[src/rtl/assert_macros.svh]
// ----------------------------------------------------------------------------
// Assertion macros
// Concurrent assertion shorthands clocked on clk and disabled while arst_n
// is low. They expand to nothing when SYNTHESIS is defined.
// ----------------------------------------------------------------------------
`ifndef ASSERT_MACROS_SVH
`define ASSERT_MACROS_SVH

`ifndef SYNTHESIS

// The expression must never hold.
`define TTW_ASSERT_NEVER(label, expr) \
	label: assert property (@(posedge clk) disable iff (!arst_n) !(expr)) \
		else $error("assertion failed: forbidden condition seen");

// The consequent must hold in the same cycle as the antecedent.
`define TTW_ASSERT_IMPL(label, ante, cons) \
	label: assert property (@(posedge clk) disable iff (!arst_n) (ante) |-> (cons)) \
		else $error("assertion failed: same-cycle implication");

// The consequent must hold in the cycle after the antecedent.
`define TTW_ASSERT_NEXT(label, ante, cons) \
	label: assert property (@(posedge clk) disable iff (!arst_n) (ante) |=> (cons)) \
		else $error("assertion failed: next-cycle implication");

`else

`define TTW_ASSERT_NEVER(label, expr)
`define TTW_ASSERT_IMPL(label, ante, cons)
`define TTW_ASSERT_NEXT(label, ante, cons)

`endif

`endif

[src/rtl/ttw_pkg.sv]
// ----------------------------------------------------------------------------
// Text terminal writer package
// Field widths, request codes, character codes and the result record shared
// by the console engine, its channels and its sequencer.
// ----------------------------------------------------------------------------
package ttw_pkg;

	// Default screen geometry
	localparam int SCREEN_COLUMNS_DEF = 80;
	localparam int SCREEN_ROWS_DEF    = 25;

	// Field widths of the channels
	localparam int REQ_W     = 2;
	localparam int CHAR_W    = 8;
	localparam int INDEX_W   = 11;
	localparam int COL_OUT_W = 7;
	localparam int ROW_OUT_W = 5;
	localparam int POS_OUT_W = 11;
	localparam int ATTR_W    = 8;
	localparam int CELL_W    = 16;

	// Request codes
	localparam logic [REQ_W-1:0] REQ_PUT   = 2'd0;
	localparam logic [REQ_W-1:0] REQ_CLEAR = 2'd1;
	localparam logic [REQ_W-1:0] REQ_READ  = 2'd2;

	// Character codes with a meaning of their own
	localparam logic [CHAR_W-1:0] CODE_NEWLINE   = 8'd10;
	localparam logic [CHAR_W-1:0] CODE_RETURN    = 8'd13;
	localparam logic [CHAR_W-1:0] CODE_BACKSPACE = 8'd8;
	localparam logic [CHAR_W-1:0] BLANK_GLYPH    = 8'h20;

	// Attribute after reset: light grey on black
	localparam logic [ATTR_W-1:0] ATTR_RESET = 8'h07;

	// One result record, as handed from the sequencer to the output register
	typedef struct packed {
		logic [COL_OUT_W-1:0] cursor_column;
		logic [ROW_OUT_W-1:0] cursor_row;
		logic [POS_OUT_W-1:0] cursor_position;
		logic                 did_scroll;
		logic [CELL_W-1:0]    cell_value;
	} result_t;

endpackage

[src/rtl/ttw_channels.sv]
// ----------------------------------------------------------------------------
// Text terminal writer channels
// Valid/ready channel bundles for requests, results and the attribute write.
// ----------------------------------------------------------------------------

// Request channel
interface ttw_req_if;
	import ttw_pkg::*;

	logic               valid;
	logic               ready;
	logic [REQ_W-1:0]   req_type;
	logic [CHAR_W-1:0]  char_code;
	logic [INDEX_W-1:0] read_index;

	modport source (output valid, output req_type, output char_code, output read_index,
		input ready);
	modport sink (input valid, input req_type, input char_code, input read_index,
		output ready);
endinterface


[src/rtl/ttw_ctrl.sv]
// ----------------------------------------------------------------------------
// Text terminal writer sequencer
// Takes one request at a time, updates the cursor position with a single
// adder, and runs the sweep engine that scrolls or clears the cell store one
// cell per cycle through the shared memory ports.
// ----------------------------------------------------------------------------
module ttw_ctrl #(
	parameter int SCREEN_COLUMNS = ttw_pkg::SCREEN_COLUMNS_DEF,
	parameter int SCREEN_ROWS    = ttw_pkg::SCREEN_ROWS_DEF,
	localparam int PW = $clog2(SCREEN_COLUMNS * SCREEN_ROWS)
) (
	input  logic                       clk,
	input  logic                       arst_n,
	ttw_req_if.sink                    req,
	input  logic [ttw_pkg::ATTR_W-1:0] attr,
	output logic                       res_valid,
	input  logic                       res_ready,
	output ttw_pkg::result_t           result,
	output logic                       ram_we,
	output logic [PW-1:0]              ram_waddr,
	output logic [ttw_pkg::CELL_W-1:0] ram_wdata,
	output logic                       ram_re,
	output logic [PW-1:0]              ram_raddr,
	input  logic [ttw_pkg::CELL_W-1:0] ram_rdata
);
	import ttw_pkg::*;

	localparam int CELLS     = SCREEN_COLUMNS * SCREEN_ROWS;
	localparam int CW        = $clog2(SCREEN_COLUMNS);
	localparam int RW        = $clog2(SCREEN_ROWS);
	localparam int COPY_END  = CELLS - SCREEN_COLUMNS;
	localparam int LAST_BASE = (SCREEN_ROWS - 1) * SCREEN_COLUMNS;

	// Sequencer states
	localparam logic [2:0] S_IDLE  = 3'd0;
	localparam logic [2:0] S_EXEC  = 3'd1;
	localparam logic [2:0] S_READ  = 3'd2;
	localparam logic [2:0] S_SWEEP = 3'd3;
	localparam logic [2:0] S_DRAIN = 3'd4;
	localparam logic [2:0] S_DONE  = 3'd5;

	logic [2:0]         state_q;
	logic [REQ_W-1:0]   type_q;
	logic [CHAR_W-1:0]  code_q;
	logic [INDEX_W-1:0] idx_q;
	logic [CW-1:0]      col_q;
	logic [RW-1:0]      row_q;
	logic [PW-1:0]      pos_q;
	logic               scrolled_q;
	logic [CELL_W-1:0]  cell_q;
	logic [PW-1:0]      ptr_q;
	logic               copy_q;
	logic               valid_s1;
	logic               copy_s1;
	logic [PW-1:0]      addr_s1;

	logic [CELL_W-1:0]     blank;
	logic                  at_last_col;
	logic                  at_last_row;
	logic                  col_zero;
	logic                  is_newline;
	logic                  is_return;
	logic                  is_backspace;
	logic [PW-1:0]         col_ext;
	logic [PW-1:0]         op_b;
	logic [PW-1:0]         pos_sum;
	logic [PW+INDEX_W-1:0] idx_ext;
	logic                  idx_in_range;
	logic                  copy_now;
	logic [PW-1:0]         src_addr;
	logic                  exec_put;
	logic                  exec_write;
	logic [PW-1:0]         exec_addr;
	logic [CELL_W-1:0]     exec_data;
	logic [CW+COL_OUT_W-1:0] col_out_ext;
	logic [RW+ROW_OUT_W-1:0] row_out_ext;
	logic [PW+POS_OUT_W-1:0] pos_out_ext;

	assign req.ready = (state_q == S_IDLE);

	// Decode of the held request and the cursor
	assign blank        = {attr, BLANK_GLYPH};
	assign at_last_col  = (col_q == CW'(SCREEN_COLUMNS - 1));
	assign at_last_row  = (row_q == RW'(SCREEN_ROWS - 1));
	assign col_zero     = (col_q == '0);
	assign is_newline   = (code_q == CODE_NEWLINE);
	assign is_return    = (code_q == CODE_RETURN);
	assign is_backspace = (code_q == CODE_BACKSPACE);
	assign col_ext      = PW'(col_q);

	// Position adder: the one adder for all moves of the cursor position
	always_comb begin
		if (is_newline) begin
			op_b = PW'(SCREEN_COLUMNS) - col_ext;
		end else if (is_return) begin
			op_b = '0 - col_ext;
		end else if (is_backspace) begin
			op_b = '1;
		end else begin
			op_b = PW'(1);
		end
	end
	assign pos_sum = pos_q + op_b;

	// Range check of a read index
	assign idx_ext      = {{PW{1'b0}}, idx_q};
	assign idx_in_range = (idx_ext < (PW + INDEX_W)'(CELLS));

	// Sweep engine: a copy cell reads one row further down
	assign copy_now = copy_q && (ptr_q < PW'(COPY_END));
	assign src_addr = ptr_q + PW'(SCREEN_COLUMNS);

	// Cell writes issued by a put request
	assign exec_put   = (state_q == S_EXEC) && (type_q == REQ_PUT);
	assign exec_write = exec_put && !is_newline && !is_return && (!is_backspace || !col_zero);
	assign exec_addr  = is_backspace ? pos_sum : pos_q;
	assign exec_data  = is_backspace ? blank : {attr, code_q};

	// Memory ports; sweep writes and put writes never fall in the same cycle
	assign ram_we    = valid_s1 || exec_write;
	assign ram_waddr = valid_s1 ? addr_s1 : exec_addr;
	assign ram_wdata = valid_s1 ? (copy_s1 ? ram_rdata : blank) : exec_data;
	assign ram_re    = ((state_q == S_SWEEP) && copy_now) ||
		((state_q == S_EXEC) && (type_q == REQ_READ) && idx_in_range);
	assign ram_raddr = (state_q == S_SWEEP) ? src_addr : idx_ext[PW-1:0];

	// Result record
	assign col_out_ext = {{COL_OUT_W{1'b0}}, col_q};
	assign row_out_ext = {{ROW_OUT_W{1'b0}}, row_q};
	assign pos_out_ext = {{POS_OUT_W{1'b0}}, pos_q};
	assign res_valid   = (state_q == S_DONE);
	always_comb begin
		result.cursor_column   = col_out_ext[COL_OUT_W-1:0];
		result.cursor_row      = row_out_ext[ROW_OUT_W-1:0];
		result.cursor_position = pos_out_ext[POS_OUT_W-1:0];
		result.did_scroll      = scrolled_q;
		result.cell_value      = cell_q;
	end

	// Request capture, held for the whole request
	always_ff @(posedge clk) begin
		if (req.valid && req.ready) begin
			type_q <= req.req_type;
			code_q <= req.char_code;
			idx_q  <= req.read_index;
		end
	end

	// Sequencer, cursor and sweep counter
	always_ff @(posedge clk or negedge arst_n) begin
		if (!arst_n) begin
			state_q    <= S_IDLE;
			col_q      <= '0;
			row_q      <= '0;
			pos_q      <= '0;
			scrolled_q <= 1'b0;
			cell_q     <= '0;
			ptr_q      <= '0;
			copy_q     <= 1'b0;
		end else begin
			case (state_q)
				S_IDLE: begin
					if (req.valid) begin
						scrolled_q <= 1'b0;
						cell_q     <= '0;
						state_q    <= S_EXEC;
					end
				end
				S_EXEC: begin
					state_q <= S_DONE;
					case (type_q)
						REQ_PUT: begin
							if (is_newline || (!is_return && !is_backspace && at_last_col)) begin
								// Step to the next row, scrolling below the last one
								col_q <= '0;
								if (at_last_row) begin
									pos_q      <= PW'(LAST_BASE);
									scrolled_q <= 1'b1;
									ptr_q      <= '0;
									copy_q     <= 1'b1;
									state_q    <= S_SWEEP;
								end else begin
									row_q <= row_q + RW'(1);
									pos_q <= pos_sum;
								end
							end else if (is_return) begin
								col_q <= '0;
								pos_q <= pos_sum;
							end else if (is_backspace) begin
								if (!col_zero) begin
									col_q <= col_q - CW'(1);
									pos_q <= pos_sum;
								end
							end else begin
								col_q <= col_q + CW'(1);
								pos_q <= pos_sum;
							end
						end
						REQ_CLEAR: begin
							col_q   <= '0;
							row_q   <= '0;
							pos_q   <= '0;
							ptr_q   <= '0;
							copy_q  <= 1'b0;
							state_q <= S_SWEEP;
						end
						REQ_READ: begin
							if (idx_in_range) begin
								state_q <= S_READ;
							end
						end
						default: begin
							state_q <= S_DONE;
						end
					endcase
				end
				S_READ: begin
					cell_q  <= ram_rdata;
					state_q <= S_DONE;
				end
				S_SWEEP: begin
					ptr_q <= ptr_q + PW'(1);
					if (ptr_q == PW'(CELLS - 1)) begin
						state_q <= S_DRAIN;
					end
				end
				S_DRAIN: begin
					state_q <= S_DONE;
				end
				S_DONE: begin
					if (res_ready) begin
						state_q <= S_IDLE;
					end
				end
				default: begin
					state_q <= S_IDLE;
				end
			endcase
		end
	end

	// Sweep write stage, which writes in the cycle after the read
	always_ff @(posedge clk or negedge arst_n) begin
		if (!arst_n) begin
			valid_s1 <= 1'b0;
		end else begin
			valid_s1 <= (state_q == S_SWEEP);
		end
	end

	always_ff @(posedge clk) begin
		addr_s1 <= ptr_q;
		copy_s1 <= copy_now;
	end

endmodule

[src/flat_wrapper.sv]
// flat-port wrapper written by rule: the top's interface ports become plain ports
module ttw_ctrl_flat import ttw_pkg::*;
#(
	parameter int SCREEN_COLUMNS = ttw_pkg::SCREEN_COLUMNS_DEF,
	parameter int SCREEN_ROWS    = ttw_pkg::SCREEN_ROWS_DEF,
	localparam int PW = $clog2(SCREEN_COLUMNS * SCREEN_ROWS)
)
  (clk, arst_n, attr, res_valid, res_ready, result, ram_we, ram_waddr, ram_wdata, ram_re, ram_raddr, ram_rdata, req_valid, req_req_type, req_char_code, req_read_index, req_ready);
  ttw_req_if req_i ();
  input  logic clk;
  input  logic arst_n;
  input  logic [ttw_pkg::ATTR_W-1:0] attr;
  output logic res_valid;
  input  logic res_ready;
  output ttw_pkg::result_t result;
  output logic ram_we;
  output logic [PW-1:0] ram_waddr;
  output logic [ttw_pkg::CELL_W-1:0] ram_wdata;
  output logic ram_re;
  output logic [PW-1:0] ram_raddr;
  input  logic [ttw_pkg::CELL_W-1:0] ram_rdata;
  input wire logic [$bits(req_i.valid)-1:0] req_valid;
  input wire logic [$bits(req_i.req_type)-1:0] req_req_type;
  input wire logic [$bits(req_i.char_code)-1:0] req_char_code;
  input wire logic [$bits(req_i.read_index)-1:0] req_read_index;
  output wire logic [$bits(req_i.ready)-1:0] req_ready;
  assign req_i.valid = req_valid;
  assign req_i.req_type = req_req_type;
  assign req_i.char_code = req_char_code;
  assign req_i.read_index = req_read_index;
  assign req_ready = req_i.ready;
  ttw_ctrl #(.SCREEN_COLUMNS(SCREEN_COLUMNS), .SCREEN_ROWS(SCREEN_ROWS)) u_core (.clk(clk), .arst_n(arst_n), .req(req_i), .attr(attr), .res_valid(res_valid), .res_ready(res_ready), .result(result), .ram_we(ram_we), .ram_waddr(ram_waddr), .ram_wdata(ram_wdata), .ram_re(ram_re), .ram_raddr(ram_raddr), .ram_rdata(ram_rdata));
endmodule
[config.mk]
export PLATFORM = sky130hd
export DESIGN_NAME = ttw_ctrl_flat
export DESIGN_NICKNAME = d
export VERILOG_FILES = /design/src/rtl/assert_macros.svh /design/src/rtl/ttw_pkg.sv /design/src/rtl/ttw_channels.sv /design/src/rtl/ttw_ctrl.sv /design/src/flat_wrapper.sv
export SDC_FILE = /design/constraint.sdc
export NUM_CORES = 1
export LEC_CHECK = 0
export BUFFER_PORTS_ARGS = -buffer_cell sky130_fd_sc_hd__buf_2
export CAP_MARGIN = 40
export CORE_ASPECT_RATIO = 1.25
export CORE_MARGIN = 1.5
export CORE_UTILIZATION = 45
export CTS_BUF_LIST = sky130_fd_sc_hd__clkbuf_16
export DETAILED_ROUTE_END_ITERATION = 8
export PLACE_DENSITY_LB_ADDON = 0.15
export SETUP_SLACK_MARGIN = 0.02
export SYNTH_ARGS = -nofsm -noshare
export SYNTH_HDL_FRONTEND = slang
export SYNTH_SLANG_ARGS = --single-unit
[constraint.sdc]
create_clock -name clk -period 10.3 [get_ports clk]
set_input_delay 1.545 -clock clk [delete_from_list [all_inputs] [get_ports clk]]
set_output_delay 1.545 -clock clk [all_outputs]
set_load 0.02 [all_outputs]
---- After elaboration in Yosys (flattened, before gate mapping) ----
Cells that the tools add are included.
storage, ports and cells
  flip-flop bits (word level) ............. 89
  input bits .............................. 49
  word-level logic and storage cells ...... 127
operators by class
  reductions and logical operators ........ 34
  mux-type cells .......................... 43
  add/sub/neg operators ................... 8
  magnitude comparators ................... 2
  eq/ne operators ......................... 26
operator list
  operator               count
  $mux 11                13
  $pmux 11 s2            3
  $mux 16                3
  $pmux 16 s2            1
  $mux 7                 4
  $eq 8x4->1 const B     3
  $lt 11x11->1 const B   2
  $mux 3                 6
  $pmux 3 s5             1
  $pmux 7 s2             1
  $reduce_and 4->1       3
  $add 11x1->11 const B  1
  $add 11x11->11         1
  $add 11x7->11 const B  1
  $eq 11x11->1 const B   1
  $logic_and 1x1->1      11
  $mux 5                 2
  $ne 2x2->1 const B     5
  $pmux 5 s2             1
  $pmux 3 s3             1
  $mux 8                 1
  $ne 2x1->1 const B     4
  $reduce_bool 2->1      4
  $sub 1x7->8 const A    1
  25 further kinds       39

---- Depth between registers and ports, before layout ----
Gate-level depths: netlist of the first run.
  depth after elaboration ................. 10
  gate-level depth with buffers ........... 15

---- Worst setup path after synthesis of the first run ----
OpenSTA, ideal clock, no wires.
  kind .................................... register to output
  start ................................... register u_core.code_q[5]
  end ..................................... output port ram_waddr[10]
  cell stages (with the launch flop) ...... 15
  setup slack ............................. 5.002 ns
  data required time ...................... 8.755 ns
  path buffers ............................ 2
  arrival ................................. 3.753 ns
  cell sequence ........................... edfxtp_1 -> or4b_1 -> buf_2 -> nand4bb_1 -> buf_4 -> nand2_1 -> nand2_1 -> ha_1 -> fa_1 -> a21oi_1 -> o211ai_1 -> o32ai_1 -> xor2_2 -> or3_1 -> a31oi_1
on the way
  longest elaborated chain between the ends .. 7
RTL lines
  element                 line                source
  start, declared         ttw_ctrl.sv:44      logic [CHAR_W-1:0] code_q;
  start signal, assigned  ttw_ctrl.sv:144     code_q <= req.char_code;
  $eq 8x4->1              ttw_ctrl.sv:88      assign is_backspace = (code_q == CODE_BACKSPACE);
  $mux 11                 ttw_ctrl.sv:97      end else if (is_backspace) begin
  $mux 11                 ttw_ctrl.sv:95      end else if (is_return) begin
  $mux 11                 ttw_ctrl.sv:93      if (is_newline) begin
  $add 11x11->11          ttw_ctrl.sv:103     assign pos_sum = pos_q + op_b;
  $mux 11 *               ttw_ctrl.sv:116     assign exec_addr = is_backspace ? pos_sum : pos_q;
  $mux 11 *               ttw_ctrl.sv:121     assign ram_waddr = valid_s1 ? addr_s1 : exec_addr;
  end, declared           flat_wrapper.sv:17  output logic [PW-1:0] ram_waddr;
Mark *: on every way between the ends. The rest lies on a longest branch, timed or not.

---- Final worst setup path of the first run ----
  start ................................... register u_core.code_q[1]
  end ..................................... output port ram_waddr[10]
Same word-level chain as after synthesis.

==> flow_metrics.py, run 1 <==
metrics = {
    "run_status": {
        "status": "complete, no violations",
    },
    "cells_and_area": {
        "layout_common_cells": "nand2_1, buf_2, dfrtp_1",
        "multi_input_area_um2": 2800,
        "fill_cells": 1072,
        "final_core_util_pct": 54.7,
        "syn2layout_area_growth_pct": 19.2,
        "drive_gt1_share_pct": 23.6,
        "diodes": 0,
        "final_common_cell": "nand2_1",
        "final_nets": 782,
        "register_area_um2": 2270,
    },
    "critical_path": {
        "end_kind": "output port",
        "critPathKind": "reg2out",
        "slowest_delay_ns": 0.79,
        "path_buf_inv": 2,
        "worstSetupStartpointType": "flop",
        "crit_family": "simple AND/OR/NAND/NOR gates",
        "cpMaxStageDelayCell": "and3_1",
        "crit_arrival_ns": 4.72,
        "critical_path.cell_chain": "nor4b_1, and3_1, inv_2, nand2_1, ha_1, a21oi_1, o211ai_1, o32ai_1, xor2_2, or3_1, a31oi_1, buf_2",
        "cp.required_ns": 8.76,
        "cp_max_fo": 20,
    },
    "logic_synthesis": {
        "avgSynthCellArea_um2": 8.88,
        "synth_mux_area_share_pct": 1.32,
        "synthAdderAreaFrac_pct": 6.18,
        "seq_area_frac_synth_pct": 42.9,
        "synth_xor_area_share_pct": 4.44,
        "ys_ff_latch": 89,
        "synth_edf_count": 21,
        "synth_cells": 597,
        "syn-num-nets": 671,
        "synth_ff_type": "dfrtp_1",
        "synth_top_family_by_area": "simple AND/OR/NAND/NOR gates",
        "ys_types": 78,
        "netlist_area_um2": 5300,
        "yosysWarnings": 0,
        "async_reset_ff_share_pct": 62.9,
        "synth_compound_gate_area_share_pct": 19.0,
        "synth_simple_gate_area_share_pct": 21.8,
    },
    "cts": {
        "path_clk_slew_ns": 0.06,
        "cts_buffer_depth": 2,
        "cts_resized": 0,
        "hold_buffers": 0,
        "post_cts_buffers": 0,
        "root_buffer": "clkbuf_16",
        "cts_sinks": 89,
        "tritoncts": "built",
        "htree_levels": 3,
        "cts_made_buffers": 9,
        "clock_latency_ns": 0.34,
    },
    "floorplan": {
        "dieHeight_um": 124,
        "ios": 131,
        "design.core.area_um2": 11600,
        "dieArea_um2": 12400,
        "die_x_um": 100,
        "row_count": 44,
        "initial_utilization_pct": 45.9,
    },
    "pwr": {
        "ir_worst_vdd_uv": 113,
        "leakage_nw": 3.00,
        "powerDensity_nw_per_um2": 217,
        "p_total_mw": 1.37,
    },
    "place": {
        "portBuffers": 130,
        "hpwl_um": 10300,
        "gp_congestion": 0.890,
    },
    "drt": {
        "routed.top_layer": "met4",
        "wl_met1_um": 5700,
        "met2_length_um": 6840,
        "dr.pass1.iters": 7,
        "wirelength_um": 13500,
        "first_iter_violations": 197,
        "vias_per_cell": 5.52,
        "met3WireLength_um": 510,
        "drc": 0,
        "vias": 4698,
        "routedWlPerCell_um": 15.9,
        "final_antenna_net_count": 0,
    },
    "run": {
        "drv_cap": 0,
    },
    "timing": {
        "slew_headroom_pct": 43.2,
        "fin_skew_ns": 0.00600,
        "rsz0062_at_grt": "false",
        "setup_viol": 0,
        "slew_violations": 0,
        "hold_viol_final": 0,
        "tightest_slew_ns": 0.845,
        "max_freq_mhz": 160,
        "setup_tns_ns": 0,
        "post-route-min-period_ns": 6.26,
        "fin_crit_sh_pct": 60.8,
        "finalHoldWorstSlack_ns": 0.463,
    },
    "grt": {
        "grt_pass1_wl_um": 21900,
        "grt-ovfl-total": 0,
        "grt_max_degree": 57,
        "grt_pass1_vias": 4500,
        "antenna_found_initial": 0,
        "track_usage_pct": 22.2,
    },
    "hold_path": {
        "min_path_type": "reg2reg",
    },
}
==> per-stage QoR <==
stage               instances  setup slack [ns]  area, µm²
floorplan                 597              5.00       5300
global placement          833              4.57       6000
detailed placement        835              4.40       6020
CTS                       851              4.02       6320
global route              851              3.74       6320
finish                    851              4.04       6320
==> cell usage after synthesis (all sizes together) (5+ instances only) <==
cell type  instances  area [µm²]
a21oi             24         120
nand4              7        43.8
ha                23         288
xnor2             12         105
xor2              14         130
nand3             12        60.1
o21ai             65         344
a22o              10        87.6
or3                8        50.1
a211oi             5        42.5
edfxtp            21         631
dfrtp             56        1400
and3               5        31.3
inv               23        86.3
clkbuf            24        90.1
buf               10        53.8
nor3              10        66.3
o31ai              9        81.3
dfxtp             12         240
mux2i              7        70.1
nand2            131         492
nor2              36         135
==> state kept, by name (all words and copies together), names as in the netlist <==
register and flops:
u_core.state_q 3, u_core.col_q 7, u_core.copy_s1 1, u_core.row_q 5, u_core.addr_s1 11, u_core.pos_q 11
u_core.valid_s1 1, u_core.ptr_q 11, u_core.scrolled_q 1, u_core.idx_q 11, u_core.type_q 2, u_core.code_q 8
u_core.cell_q 16, u_core.copy_q 1
==> logic make-up after synthesis <==
family / after synthesis
and+or+nand+nor: 241
AOI/OAI and AO/OA: 152
adders and majority gates: 25
buffers and inverters: 57
xor gates and xnor gates: 26
DFF: 89
muxes: 7
==> report_power, final <==
part	switching (mW)	total [mW]	leakage, nW	internal (mW)
clock network	0.143	0.335	0.154	0.191
logic	0.333	0.510	1.80	0.177
registers	0.0863	0.527	1.05	0.440
==> layer usage <==
| metal | track usage (%) | vias to the layer above |
|---|---|---|
| li1 | - | 2337 |
| met1 | 27.1 | 2204 |
| met2 | 37.8 | 126 |
| met3 | 3.76 | 31 |
| met4 | 10.3 | 0 |
| met5 | 0 | - |
==> final cells by class <==
cell class	count	area share [%]
Inverter	23	1.37
Clock inverter	7	1.21
Tap cell	138	2.73
Timing Repair Buffer	134	10.9
Multi-Input combinational cell	451	44.3
Sequential cell	89	35.9
Clock buffer	9	3.56
==> path summary, 6_finish.rpt <==
path / start / endpoint / slack (ns) / cells past startpoint
max: u_core.code_q[1]$_DFFE_PP_ / ram_waddr[10] / 4.04 / 12
min: u_core.ptr_q[10]$_DFFE_PN0P_ / u_core.addr_s1[10]$_DFF_P_ / 0.46 / 0
max reg2reg: u_core.code_q[1]$_DFFE_PP_ / u_core.pos_q[10]$_DFFE_PN0P_ / 6.20 / 11
min reg2reg: u_core.ptr_q[10]$_DFFE_PN0P_ / u_core.addr_s1[10]$_DFF_P_ / 0.46 / 0
max in group asynchronous: arst_n / u_core.ptr_q[7]$_DFFE_PN0P_ / 8.48 / 2
min in group asynchronous: arst_n / u_core.cell_q[0]$_DFFE_PN0P_ / 1.35 / 2
(Power assumes the default switching activity.)
==> run 2: changes to the inputs <==
==> constraint.sdc (replaced) <==
create_clock -name clk -period 6.4 [get_ports clk]
set_input_delay 0.96 -clock clk [delete_from_list [all_inputs] [get_ports clk]]
set_output_delay 0.96 -clock clk [all_outputs]
set_load 0.02 [all_outputs]
==> flow_metrics.py, run 2 (same netlist as run 1, synthesis figures left out) <==
metrics = {
    "run_status": {
        "status": "complete, no violations",
    },
    "timing": {
        "fin_skew_ns": 0.00426,
        "tightest_slew_ns": 0.903,
        "slew_violations": 0,
        "setup_viol": 0,
        "setup_tns_ns": 0,
        "post-route-min-period_ns": 5.56,
        "fin_crit_sh_pct": 86.9,
        "hold_viol_final": 0,
        "max_freq_mhz": 180,
        "slew_headroom_pct": 39.3,
        "rsz0062_at_grt": "false",
    },
    "cells_and_area": {
        "final_nets": 783,
        "syn2layout_area_growth_pct": 19.2,
        "largest_register_ffs": 16,
        "layout_common_cells": "nand2_1, buf_2, dfrtp_1",
        "fill_cells": 1078,
        "multi_input_area_um2": 2800,
        "final_common_cell": "nand2_1",
        "final_cells": 852,
        "final_core_util_pct": 54.7,
        "drive_gt1_share_pct": 23.7,
        "register_area_um2": 2270,
        "diodes": 0,
        "regMostFlops": "u_core.cell_q",
    },
    "grt": {
        "grt_pass1_wl_um": 22500,
        "grt_max_degree": 57,
        "grt_pass1_vias": 4584,
        "track_usage_pct": 22.6,
        "antenna_found_initial": 0,
        "grt-ovfl-total": 0,
    },
    "critical_path": {
        "end_kind": "output port",
        "cpMostUsedCell": "nand2_1",
        "slowest_delay_ns": 0.71,
        "critPathKind": "reg2out",
        "path_buf_inv": 1,
        "cpMaxStageDelayCell": "or4b_1",
        "crit-reg2reg-launch": "u_core.code_q[5]$_DFFE_PP_",
        "r2r_slack_ns": 2.38,
        "rr_worst_depth": 12,
        "cp_max_fo": 8,
        "critical_path.cell_chain": "or4b_1, nand4bb_1, nand2_1, nand2_1, ha_1, fa_1, a21oi_1, o211ai_1, o32ai_1, xor2_2, or3_1, a31oi_1, buf_2",
        "worstSetupStartpointType": "flop",
        "cp.required_ns": 5.44,
        "r2r_end": "u_core.pos_q[10]$_DFFE_PN0P_",
        "crit_arrival_ns": 4.60,
        "crit_family": "simple AND/OR/NAND/NOR gates",
    },
    "cts": {
        "cts_buffer_depth": 2,
        "cts_resized": 0,
        "cts_sinks": 89,
        "hold_buffers": 0,
        "cts_made_buffers": 9,
        "root_buffer": "clkbuf_16",
        "tritoncts": "built",
        "path_clk_slew_ns": 0.06,
        "clock_latency_ns": 0.34,
        "post_cts_buffers": 0,
        "htree_levels": 3,
    },
    "pwr": {
        "p_clk_share_pct": 24.0,
        "ir_worst_vdd_uv": 196,
        "power_switching_mw": 0.904,
        "leakage_nw": 3.00,
        "sw_frac_of_total_pct": 41.1,
        "p_int_mw": 1.30,
        "p_comb_share_pct": 37.3,
        "pwr-share-seq_pct": 38.7,
        "powerDensity_nw_per_um2": 348,
        "p_total_mw": 2.20,
    },
    "drt": {
        "met2_length_um": 6950,
        "dr.pass1.iters": 6,
        "drc": 0,
        "vias_per_cell": 5.53,
        "routed.top_layer": "met4",
        "met3WireLength_um": 464,
        "vias": 4712,
        "routedWlPerCell_um": 16.2,
        "final_antenna_net_count": 0,
        "wirelength_um": 13800,
        "first_iter_violations": 279,
        "wl_met1_um": 5970,
    },
    "floorplan": {
        "design.core.area_um2": 11600,
        "dieArea_um2": 12400,
        "initial_utilization_pct": 45.9,
        "dieHeight_um": 124,
        "die_x_um": 100,
        "ios": 131,
        "row_count": 44,
    },
    "place": {
        "gp_congestion": 0.879,
        "hpwl_um": 10200,
        "place_inst": 836,
        "portBuffers": 130,
    },
    "hold_path": {
        "holdPathStages": 0,
        "hp-start": "u_core.ptr_q[1]$_DFFE_PN0P_",
        "min_path_type": "reg2reg",
        "min_to": "u_core.addr_s1[1]$_DFF_P_",
    },
    "run": {
        "drv_cap": 0,
    },
}
[run 2: stage by stage]
stage	worst slack [ns]	hold slack (ns)	area, µm²
3_5_place_dp	1.24	0.443	6030
4_1_cts	0.831	0.457	6320
6_report	0.841	0.457	6320
5_1_grt	0.505	0.480	6320
3_3_place_gp	1.25	0.438	6000
2_1_floorplan	1.69	0.345	5300
[run 2: area by class of cell]
class	count	share of cell area, %
multi-input cells	451	44.3
well taps	138	2.73
clock buffers	9	3.56
clock inverters	7	1.11
flip-flops and latches	89	35.9
inverters	23	1.37
repair buffers	135	11.0
[run 2: power by group through the flow]
| stage | combinational [mW] | clock, mW | sequential [mW] |
|---|---|---|---|
| CTS | 0.827 | 0.536 | 0.849 |
| global placement | 0.804 | 0 | 0.852 |
| floorplan | 0.500 | 0 | 0.901 |
| detailed placement | 0.823 | 0 | 0.860 |
| global route | 0.902 | 0.562 | 0.870 |
| finish | 0.821 | 0.528 | 0.851 |
[run 2: layer usage]
layer  vias to the layer above  GRT usage (%)
met4                         0           8.45
met1                      2217           27.8
li1                       2339              -
met2                       128           39.2
met3                        28           3.98
met5                         -              0
[run 2: how the worst max path moves through the flow]
stage	start	end	cells past startpoint
2_1_floorplan	u_core.code_q[5]$_DFFE_PP_	ram_waddr[10]	14
5_1_grt	u_core.code_q[5]$_DFFE_PP_	ram_waddr[10]	13
3_5_place_dp	u_core.code_q[5]$_DFFE_PP_	ram_waddr[10]	13
6_report	u_core.code_q[5]$_DFFE_PP_	ram_waddr[10]	13
3_3_place_gp	u_core.code_q[5]$_DFFE_PP_	ram_waddr[10]	13
4_1_cts	u_core.code_q[5]$_DFFE_PP_	ram_waddr[10]	13
